### config.mk
export PLATFORM = sky130hd
export DESIGN_NAME = ebd_ram
export DESIGN_NICKNAME = d
export VERILOG_FILES = /design/src/hdl/assert_macros.svh /design/src/hdl/ebd_ram.sv
export SDC_FILE = /design/constraint.sdc
export NUM_CORES = 1
export LEC_CHECK = 0
export ABC_AREA = 1
export ABC_CLOCK_PERIOD_IN_PS = 3300
export BUFFER_PORTS_ARGS = -buffer_cell sky130_fd_sc_hd__buf_2
export CORE_UTILIZATION = 40
export DETAILED_ROUTE_END_ITERATION = 16
export GPL_TIMING_DRIVEN = 0
export PLACE_DENSITY = 0.62
export SLEW_MARGIN = 20
export SYNTH_ARGS = -nofsm -noshare
export SYNTH_HDL_FRONTEND = slang
export SYNTH_SLANG_ARGS = --single-unit
### constraint.sdc
create_clock -name aclk -period 3.3 [get_ports aclk]
set_input_delay 0.66 -clock aclk [delete_from_list [all_inputs] [get_ports aclk]]
set_output_delay 0.66 -clock aclk [all_outputs]
set_load 0.02 [all_outputs]
### src/hdl/assert_macros.svh
// ----------------------------------------------------------------------------
// assert_macros.svh
// Assertion macros shared by the beat detector RTL; empty under synthesis.
// ----------------------------------------------------------------------------
`ifndef ASSERT_MACROS_SVH
`define ASSERT_MACROS_SVH
`ifndef SYNTHESIS
`define EBD_ASSERT(lbl, clk, rstn, prop, msg) \
    lbl: assert property (@(posedge clk) disable iff (!rstn) prop) else $error(msg);
`define EBD_ASSERT_NEVER(lbl, clk, rstn, cond, msg) \
    lbl: assert property (@(posedge clk) disable iff (!rstn) !(cond)) else $error(msg);
`else
`define EBD_ASSERT(lbl, clk, rstn, prop, msg)
`define EBD_ASSERT_NEVER(lbl, clk, rstn, cond, msg)
`endif
`endif

### src/hdl/ebd_ram.sv
// ----------------------------------------------------------------------------
// ebd_ram
// Generic single-write, single-read RAM with registered read data.
// ----------------------------------------------------------------------------
module ebd_ram #(
    parameter int WIDTH = 8,
    parameter int DEPTH = 16
) (
    input  logic                     aclk,
    input  logic                     wr_en,
    input  logic [$clog2(DEPTH)-1:0] wr_addr,
    input  logic [WIDTH-1:0]         wr_data,
    input  logic [$clog2(DEPTH)-1:0] rd_addr,
    output logic [WIDTH-1:0]         rd_data
);

    logic [WIDTH-1:0] mem [DEPTH];
    logic [WIDTH-1:0] rd_data_reg;

    always_ff @(posedge aclk) begin
        if (wr_en) begin
            mem[wr_addr] <= wr_data;
        end
        rd_data_reg <= mem[rd_addr];
    end

    assign rd_data = rd_data_reg;

endmodule

Word-level counts from Yosys, hierarchy flattened
Memory sizes are Yosys's and may differ from the RTL's. A register that Yosys moved wholly into a read port is not among the register bits.
Index checks and enable logic that the tools add are counted.
{"block": "totals", "n_memories": 1, "ramBits": 128, "output_inout_bits": 8, "in_bits": 18, "elab_cells": 3, "regBits": 0}
{"memory": "mem", "words": 16, "word_bits": 8, "rd": 1, "rd_clocked_by_memory_dff": 1, "wr": 1, "line_no": "ebd_ram.sv:17", "text": "logic [WIDTH-1:0] mem [DEPTH];"}
{"block": "op_classes", "muxes": 2}
{"cell": "$mux W1", "count": 2}

Longest topological paths before layout
Gate-level depths: netlist of run 1.
{"block": "depth", "word_depth": 2, "ltp_mapped": 8, "depth_no_buf": 7}

Worst setup path before layout of run 1
Ideal clock, no wire load.
{"block": "synth_path", "kind": "input to register", "from": "input port wr_addr[2]", "to": "memory mem[10][0] (enable)", "n_path_buf": 0, "slack_ns": 1.689, "t_required_ns": 2.930, "arrival_ns": 1.241, "setup_ns": 0.370, "path_stages": 2, "path_cell_list": "nand3b_1 > nor2_1"}
{"element": "from (decl)", "line_no": "ebd_ram.sv:11", "text": "input logic [$clog2(DEPTH)-1:0] wr_addr,"}
{"element": "to (decl)", "line_no": "ebd_ram.sv:17"}
Straight into the memory's write port.

Final worst setup path of run 1
{"block": "layout_path", "from": "input port wr_addr[3]", "to": "memory mem[5][3] (enable)"}
Straight into the memory's write port.

==> metrics.txt, run 1 <==
outcome=complete, no violations; CTS Hold Buffers Added=0; vias in the first global route=3656; CP startpoint=wr_addr[3]; initial core utilization=0.412; Multi-input gate area=about 1200 um^2; Yosys cell types=12; VDD IR max=0.374 mV; Crit Path Max Fanout=8; CP Data Required Time=3.34 ns; # DRC=0; final-stage net count=roughly 600; Clock Latency Late Sink=0.43 ns; Synth Cell Area=5770 um^2; GPL Wtd Cong=0.896; Synth top area share=0.667; Leakage=2.91 nW; drt wl/cell=17.3 um; num ports=26; Max Slew Vio Count=0; setup bufs post-CTS=0; CTS tree=built; Least-Margin Pin Slew=between 0.9 and 1 ns; Die ar.=14900 um^2; Tot GR Track Use=0.199; Worst Hold Class=in -> reg; Synth Warn #=0; PwrDens=624 nW/um^2; 1st-pass router iterations=7; total CTS buffers=17; Final setup viols=0; DIE HEIGHT=122 um; core outline area=approximately 14000 um^2; unrepaired setup endpoints after global routing=false; post-DP HPWL=between 8000 and 9000 um; reg2reg end=rd_data[1]; worst r2r src=mem[3][1]; CTS clk-pin slew, worst paths=around 0.060 ns; crit path DAT=1.81 ns; pre-CTS setup slack=1.08 ns; skew final=0.0125 ns; num rows=43; cell taking the most area after synthesis=edfxtp_1; Slew headroom=0.356; post-route setup TNS=0 ns; fin crit share=0.538; Post-Route WL=13600 um; Final Hold Fails=0; cells on worst reg2reg path=6; clk sinks=136; sequential fraction of the synthesis area=0.694; # diodes=0; post-synthesis cell count=approximately 550; Detailed Route Iter0 Violations=386; CTS HTree Levels=4; Yosys reg bits=136; die width=122 um; setup slack, reg-to-reg=2.21 ns; synth top area cells=edfxtp_1, nand2_1, nand3_1; antenna-violating nets left=0; clk root buf=clkbuf_16; Vias=3765; Filler cells=between 1000 and 1500; CTS Buffer Depth=2; share of cells above drive strength 1=0.129; vias per inst=between 4 and 5; CP endpoint=mem[5][3]; area grow syn2layout=16.7%; Crit. End Element=flip-flop; Max Cap Viol=0; gr ovfl total=0; initial antenna violation count=0; Peak Freq=564 MHz; Sequential Area=4000 um^2; max reg flops=128; first-pass GRT wire length=20900 um; Mapped Nets=569; CTS resizes=0; critical path launch point type=primary input; Setup Crit Path Kind=in -> reg; final setup margin=1.53 ns; mean area per synthesized cell=about 10 um^2; Tmin final=1.77 ns; largest net degree at the start of global routing=17; Port Buffer Count=22
==> cell usage in the layout, fill, tap and decap left out, drive strengths merged <==
cell type / n
nand3b: 2
nand2: 173
dfxtp: 8
clkinvlp: 3
edfxtp: 128
inv: 105
clkinv: 5
nor2: 17
buf: 46
bufinv: 4
clkbuf: 17
nand3: 97
==> critical path, cell delays in order <==
cell and delay (ns):
buf_2 0.12, nand3b_1 0.25, nor2_1 0.78
==> kinds of logic after synthesis <==
logic type / count (synthesis) / share of synthesized area
AND/OR/NAND/NOR: 289 / 0.210
flip-flops: 136 / 0.694
buffers and inverters: 126 / 0.0952
==> final cells by class <==
class | instances | area share
Sequential cell | 136 | 0.595
Multi-Input combinational cell | 289 | 0.180
Clock buffer | 17 | 0.0632
Inverter | 102 | 0.0569
Tap cell | 180 | 0.0335
Clock inverter | 15 | 0.0298
Buffer | 24 | 0.0247
Timing Repair Buffer | 22 | 0.0164
==> cell usage after synthesis <==
library cell  count
buf_2            13
dfxtp_1           8
nand3_1          97
buf_6             6
edfxtp_1        128
nand2_1         173
buf_1             1
nor2_1           17
buf_4             4
inv_1           100
inv_2             2
nand3b_1          2
==> where the power goes <==
part	internal [mW]	total (mW)	switching [mW]	leakage [nW]
clock network	1.27	2.00	0.733	0.298
registers	1.93	1.94	0.00951	1.22
logic	0.0743	0.261	0.187	1.39
total	3.27	4.20	0.929	2.91
==> worst min-delay path by stage <==
stage                    start         end  slack [ns]  cells after the start
global placement    mem[14][5]  rd_data[5]        0.68                      6
global route        wr_data[2]  mem[12][2]        0.65                      1
CTS                 wr_data[2]  mem[11][2]        0.64                      1
finish              wr_data[2]  mem[11][2]        0.64                      1
floorplan           mem[10][0]  rd_data[0]        0.61                      6
detailed placement  mem[14][5]  rd_data[5]        0.68                      6
==> metal layers <==
layer	wire length, um	global-route usage
met1	6000	0.270
met2	6360	0.306
met3	819	0.0332
met4	389	0.110
met5	0	0
==> metrics by stage <==
step / power [mW] / hold WS (ns) / instances / util / cell area [um^2]
6_report: 4.20 / 0.644 / 785 / 0.481 / 6730
5_1_grt: 4.32 / 0.650 / 785 / 0.481 / 6730
4_1_cts: 4.21 / 0.641 / 785 / 0.481 / 6730
3_5_place_dp: 2.24 / 0.677 / 753 / 0.436 / 6100
3_3_place_gp: 2.23 / 0.681 / 753 / 0.436 / 6100
2_1_floorplan: 2.13 / 0.607 / 551 / - / 5770
Note: power is estimated with default switching activity, not from simulation.
==> run 2: changes to the inputs <==
--- a/config.mk
+++ b/config.mk
@@ -6,12 +6,12 @@
 export NUM_CORES = 1
 export LEC_CHECK = 0
 export ABC_AREA = 1
-export ABC_CLOCK_PERIOD_IN_PS = 3300
+export ABC_CLOCK_PERIOD_IN_PS = 1500
 export BUFFER_PORTS_ARGS = -buffer_cell sky130_fd_sc_hd__buf_2
 export CORE_UTILIZATION = 40
 export DETAILED_ROUTE_END_ITERATION = 16
 export GPL_TIMING_DRIVEN = 0
-export PLACE_DENSITY = 0.62
+export PLACE_DENSITY = 0.64
 export SLEW_MARGIN = 20
 export SYNTH_ARGS = -nofsm -noshare
 export SYNTH_HDL_FRONTEND = slang
==> constraint.sdc (replaced) <==
create_clock -name aclk -period 1.5 [get_ports aclk]
set_input_delay 0.3 -clock aclk [delete_from_list [all_inputs] [get_ports aclk]]
set_output_delay 0.3 -clock aclk [all_outputs]
set_load 0.02 [all_outputs]
==> metrics.txt, run 2 (synthesis gave the netlist of run 1 again) <==
Die ar.=14900 um^2 (unchanged); Final Hold Fails=0 (unchanged); # DRC=0 (unchanged); CTS tree=built; num rows=43 (unchanged); Post-Route M1 WL=5930 um (-1.2%); Peak Freq=between 700 and 800 MHz; CP Data Required Time=1.55 ns (-1.79 ns); CTS clk-pin slew, worst paths=0.06 ns (about the same); die width=122 um (unchanged); VDD IR max=0.711 mV (+90%); antenna-violating nets left=0 (unchanged); share of cells above drive strength 1=0.129 (unchanged); CTS resizes=0 (unchanged); 1st-pass router iterations=5 (-2); fin crit share=0.927; first-pass GRT wire length=21300 um (+1.8%); max reg flops=128 (unchanged); commonest non-fill, non-tap cell in the layout=nand2_1; Setup Crit Path Kind=in -> reg; reg2reg end=rd_data[7]; Least-Margin Pin Slew=0.992 ns (+0.0296 ns); vias in the first global route=3725 (+1.9%); fin util=0.479 (-0.00161); post-DP HPWL=8930 um (+0.73%); Tmin final=1.39 ns; initial core utilization=0.412 (unchanged); CP startpoint=wr_addr[3]; Crit path largest cell delay=0.79 ns (about the same); CTS HTree Levels=4 (unchanged); Multi-input gate area=1210 um^2 (unchanged); total CTS buffers=17 (unchanged); Hold Crit Endpoint=mem[5][2]; initial antenna violation count=0 (unchanged); fin cells=785 (unchanged); worst r2r src=mem[14][7]; CTS Hold Buffers Added=0 (unchanged); num ports=26 (unchanged); Tot GR Track Use=0.205 (+0.00565); Crit Path Max Fanout=8 (unchanged); Leakage=2.89 nW (-0.49%); hold path depth=1 (unchanged); DIE HEIGHT=122 um (unchanged); # placed instances=753 (unchanged); setup bufs post-CTS=0 (unchanged); vias per inst=4.98 (+3.8%); clk root buf=clkbuf_16; crit path DAT=1.44 ns (-0.37 ns); CTS Buffer Depth=2 (unchanged); Sequential Area=4000 um^2 (unchanged); Max Cap Viol=0 (unchanged); core outline area=14000 um^2 (unchanged); Final setup viols=0 (unchanged); area grow syn2layout=16.3%; Post-Route WL=13900 um (+2.6%); gr ovfl total=0 (unchanged); # diodes=0 (unchanged); DR WL met3=1060 um (+29%); top layer in use=met4; PwrDens=1360 nW/um^2 (+120%); cells on worst reg2reg path=6 (unchanged); largest net degree at the start of global routing=17 (unchanged); setup slack, reg-to-reg=0.45 ns (-1.76 ns); skew final=0.00514 ns (-0.00732 ns); Crit. End Element=flip-flop; power consumption=9.11 mW (+120%); Port Buffer Count=22 (unchanged); hold_ws=0.275 ns (-0.368 ns); most frequent cells in the layout=nand2_1, edfxtp_1, inv_1; Worst Hold Class=in -> reg; Detailed Route Iter0 Violations=360 (-6.7%); critical path's slowest cell=nor2_1; GPL Wtd Cong=0.865 (-3.5%); clk sinks=136 (unchanged); Slew headroom=0.336 (-0.0198); final-stage net count=610 (unchanged); unrepaired setup endpoints after global routing=false; Max Slew Vio Count=0 (unchanged); critical path launch point type=primary input; outcome=complete, no violations; worst hold start=wr_data[2]; Filler cells=1273 (-0.24%); worst path cell trace=buf_2 > nand3b_1 > nor2_1; metal2 WL=6500 um (+2.1%); Clock Latency Late Sink=0.43 ns (about the same); Vias=3907 (+3.8%); drt wl/cell=17.7 um (+2.6%)
run 2: cell types whose count changed in the layout (fill, tap and decap cells not counted), sizes merged:
| cell | before | now |
|---|---|---|
| clkinvlp | 3 | 4 |
| clkbuf | 17 | 18 |
| clkinv | 5 | 4 |
| bufinv | 4 | 3 |
run 2: how the worst max path moves through the flow:
stage          cells after the start    endpoint  slack [ns]
2_1_floorplan                      2  mem[10][0]        0.25
6_report                           3   mem[5][5]        0.11
3_5_place_dp                       3   mem[4][2]       -0.30
5_1_grt                            3   mem[4][5]        0.07
3_3_place_gp                       3   mem[4][2]       -0.28
4_1_cts                            3   mem[4][5]        0.14
run 2: critical path, delay by kind of cell:
family	cells	cell delay, ns
and+or+nand+nor	2	1.02
buffers and inverters	1	0.12
run 2: through the flow:
stage | worst slack (ns) | setup TNS (ns) | instance area, um^2
floorplan | 0.249 | 0 | 5770
global placement | -0.276 | -19.69 | 6100
detailed placement | -0.302 | -22.68 | 6100
CTS | 0.141 | 0 | 6710
global route | 0.0739 | 0 | 6710
finish | 0.110 | 0 | 6710
run 2: layout make-up:
type	instances	area share
clock buffer	18	0.0640
buffer	24	0.0248
multi-input combinational	289	0.181
clock inverter	14	0.0259
tap	180	0.0336
sequential	136	0.597
inverter	102	0.0571
timing repair buffer	22	0.0164
run 2: per-layer routing:
metal | GRT usage | up-vias
met4 | 0.102 | 0
met5 | 0 | -
li1 | - | 1859
met3 | 0.0548 | 33
met2 | 0.318 | 168
met1 | 0.265 | 1847
run 2: report_power, final:
group | leakage (nW) | total, mW | internal (mW) | switching (mW)
logic | 1.39 | 0.576 | 0.163 | 0.412
registers | 1.22 | 4.27 | 4.25 | 0.0216
clock network | 0.283 | 4.26 | 2.62 | 1.64
==> run 3: changes to the inputs <==
--- a/config.mk
+++ b/config.mk
@@ -10,7 +10,7 @@
 export BUFFER_PORTS_ARGS = -buffer_cell sky130_fd_sc_hd__buf_2
 export CORE_UTILIZATION = 40
 export DETAILED_ROUTE_END_ITERATION = 16
-export GPL_TIMING_DRIVEN = 0
+export GPL_TIMING_DRIVEN = 1
 export PLACE_DENSITY = 0.64
 export SLEW_MARGIN = 20
 export SYNTH_ARGS = -nofsm -noshare
==> metrics.txt, run 3 (synthesis gave the netlist of run 1 again) <==
CTS HTree Levels=4 (unchanged); max reg flops=128 (unchanged); worst hold start=rd_addr[3]; P_int=7.00 mW (-0.43%); worst path cell trace=buf_2; setup bufs post-CTS=0 (unchanged); CTS tree=built; share of cells above drive strength 1=0.134 (+0.00528); fin crit share=0.826 (-0.101); Tot GR Track Use=0.179 (-0.0259); Clock Latency Late Sink=0.42 ns (about the same); Vias=3743 (-4.2%); Peak Freq=807 MHz (+12%); Max Cap Viol=0 (unchanged); 1st-pass router iterations=4 (-1); Placed Instance Area=6220 um^2 (+1.9%); Final Hold Fails=0 (unchanged); Least-Margin Pin Slew=0.326 ns (-0.666 ns); VDD IR max=0.775 mV (+9.1%); Post-Route WL=12200 um (-12%); Die ar.=14900 um^2 (unchanged); Seq pwr share=0.480 (+0.011); critical path's slowest cell=dfxtp_1; Tmin final=1.24 ns (-0.151 ns); num rows=43 (unchanged); critical path launch point type=flip-flop; Multi-input gate area=1210 um^2 (unchanged); Comb pwr share=0.062 (about the same); clk root buf=clkbuf_16; Setup Crit Path Kind=reg -> out; NetSw=1.90 mW (-8.4%); hold path depth=3 (+2); delay-heaviest family, CP=flip-flops; crit path DAT=0.94 ns (-0.50 ns); Slew headroom=0.782 (+0.446); # DRC=0 (unchanged); die width=122 um (unchanged); area grow syn2layout=17.9%; cells on worst reg2reg path=6 (unchanged); Crit path largest cell delay=0.35 ns (-0.44 ns); initial core utilization=0.412 (unchanged); sw frac=0.213 (-0.0144); first-pass GRT wire length=19000 um (-11%); CP Data Required Time=1.20 ns (-0.35 ns); Final setup viols=0 (unchanged); Worst Hold Class=in -> reg; commonest non-fill, non-tap cell in the layout=nand2_1; Final Cell Area=6800 um^2 (+1.4%); reg2reg end=rd_data[7]; largest net degree at the start of global routing=65 (+48); vias per inst=4.73 (-4.9%); setup slack, reg-to-reg=0.52 ns (+0.07 ns); vias in the first global route=3681 (-1.2%); Max Slew Vio Count=0 (unchanged); CTS Buffer Depth=2 (unchanged); Hold Crit Endpoint=rd_data[1]; CTS resizes=0 (unchanged); DIE HEIGHT=122 um (unchanged); Leakage=2.96 nW (+2.1%); post-DP HPWL=7660 um (-14%); Port Buffer Count=25 (+14%); Sequential Area=4000 um^2 (unchanged); # diodes=0 (unchanged); antenna-violating nets left=0 (unchanged); PwrDens=1310 nW/um^2 (-3.6%); unrepaired setup endpoints after global routing=false; CTS clk-pin slew, worst paths=0.05 ns (about the same); outcome=complete, no violations; total CTS buffers=17 (unchanged); num ports=26 (unchanged); final-stage net count=616 (+0.98%); most frequent cells in the layout=nand2_1, edfxtp_1, inv_1; Detailed Route Iter0 Violations=290 (-19%); Clk network pwr share=0.458 (-0.010); core outline area=14000 um^2 (unchanged); clk sinks=136 (unchanged); Filler cells=1250 (-1.8%); buffers and inverters on the worst path=1 (unchanged); CTS Hold Buffers Added=0 (unchanged); post-route setup TNS=0 ns (unchanged); Crit Path Max Fanout=1 (-7); gr ovfl total=0 (unchanged); GPL Wtd Cong=0.769 (-11%); initial antenna violation count=0 (unchanged); worst r2r src=mem[12][7]; drt wl/cell=15.5 um (-13%); Crit. End Element=output pin; skew final=0.00663 ns (+0.00149 ns)
## run 3: cell types whose count changed in the layout (fill, tap and decap cells not counted), moves of 3 or more
cell / before / now
inv_6: 3 / 0
clkinv_1: 0 / 4
buf_4: 4 / 22
buf_2: 35 / 25
buf_6: 6 / 0
buf_12: 0 / 5
## run 3: area by class of cell
cell class                 count  area share
sequential                   136       0.589
multi-input combinational    289       0.178
clock buffer                  17      0.0625
timing repair buffer          52      0.0574
inverter                     102      0.0563
tap                          180      0.0331
clock inverter                15      0.0235
## run 3: worst reg2reg max path, delay by kind of cell (launching register included)
kind	cells	cell delay, ns
buffers and inverters	1	0.07
DFF	1	0.36
and+or+nand+nor	5	0.44
## run 3: how the worst max path moves through the flow
stage | end | startpoint | depth (start not counted)
after floorplan | mem[10][0] | wr_addr[2] | 2
after global placement | rd_data[2] | rd_addr[0] | 8
after detailed placement | rd_data[2] | rd_addr[0] | 8
after CTS | rd_data[4] | rd_data[4] | 1
after global routing | rd_data[4] | rd_data[4] | 1
final | rd_data[4] | rd_data[4] | 1
## run 3: per-layer routing
metal	vias up	wire length, um	GRT usage
li1	1864	-	-
met1	1743	5290	0.221
met2	110	6070	0.289
met3	26	590	0.0421
met4	0	274	0.101
met5	-	0	0
## run 3: power by group through the flow
stage | clock network [mW] | logic [mW] | registers (mW)
6_report | 4.08 | 0.548 | 4.27
5_1_grt | 4.29 | 0.607 | 4.28
4_1_cts | 4.14 | 0.554 | 4.28
3_5_place_dp | 0 | 0.548 | 4.35
3_3_place_gp | 0 | 0.540 | 4.35
2_1_floorplan | 0 | 0.300 | 4.38
## run 3: per-stage QoR
| step | instances | hold slack, ns | utilization | setup WS, ns | power, mW |
|---|---|---|---|---|---|
| 3_5_place_dp | 759 | 0.646 | 0.444 | 0.0999 | 4.90 |
| 5_1_grt | 791 | 0.262 | 0.486 | 0.228 | 9.18 |
| 3_3_place_gp | 759 | 0.652 | 0.444 | 0.115 | 4.89 |
| 4_1_cts | 791 | 0.245 | 0.486 | 0.230 | 8.97 |
| 2_1_floorplan | 551 | 0.399 | - | 0.249 | 4.68 |
| 6_report | 791 | 0.264 | 0.486 | 0.261 | 8.91 |
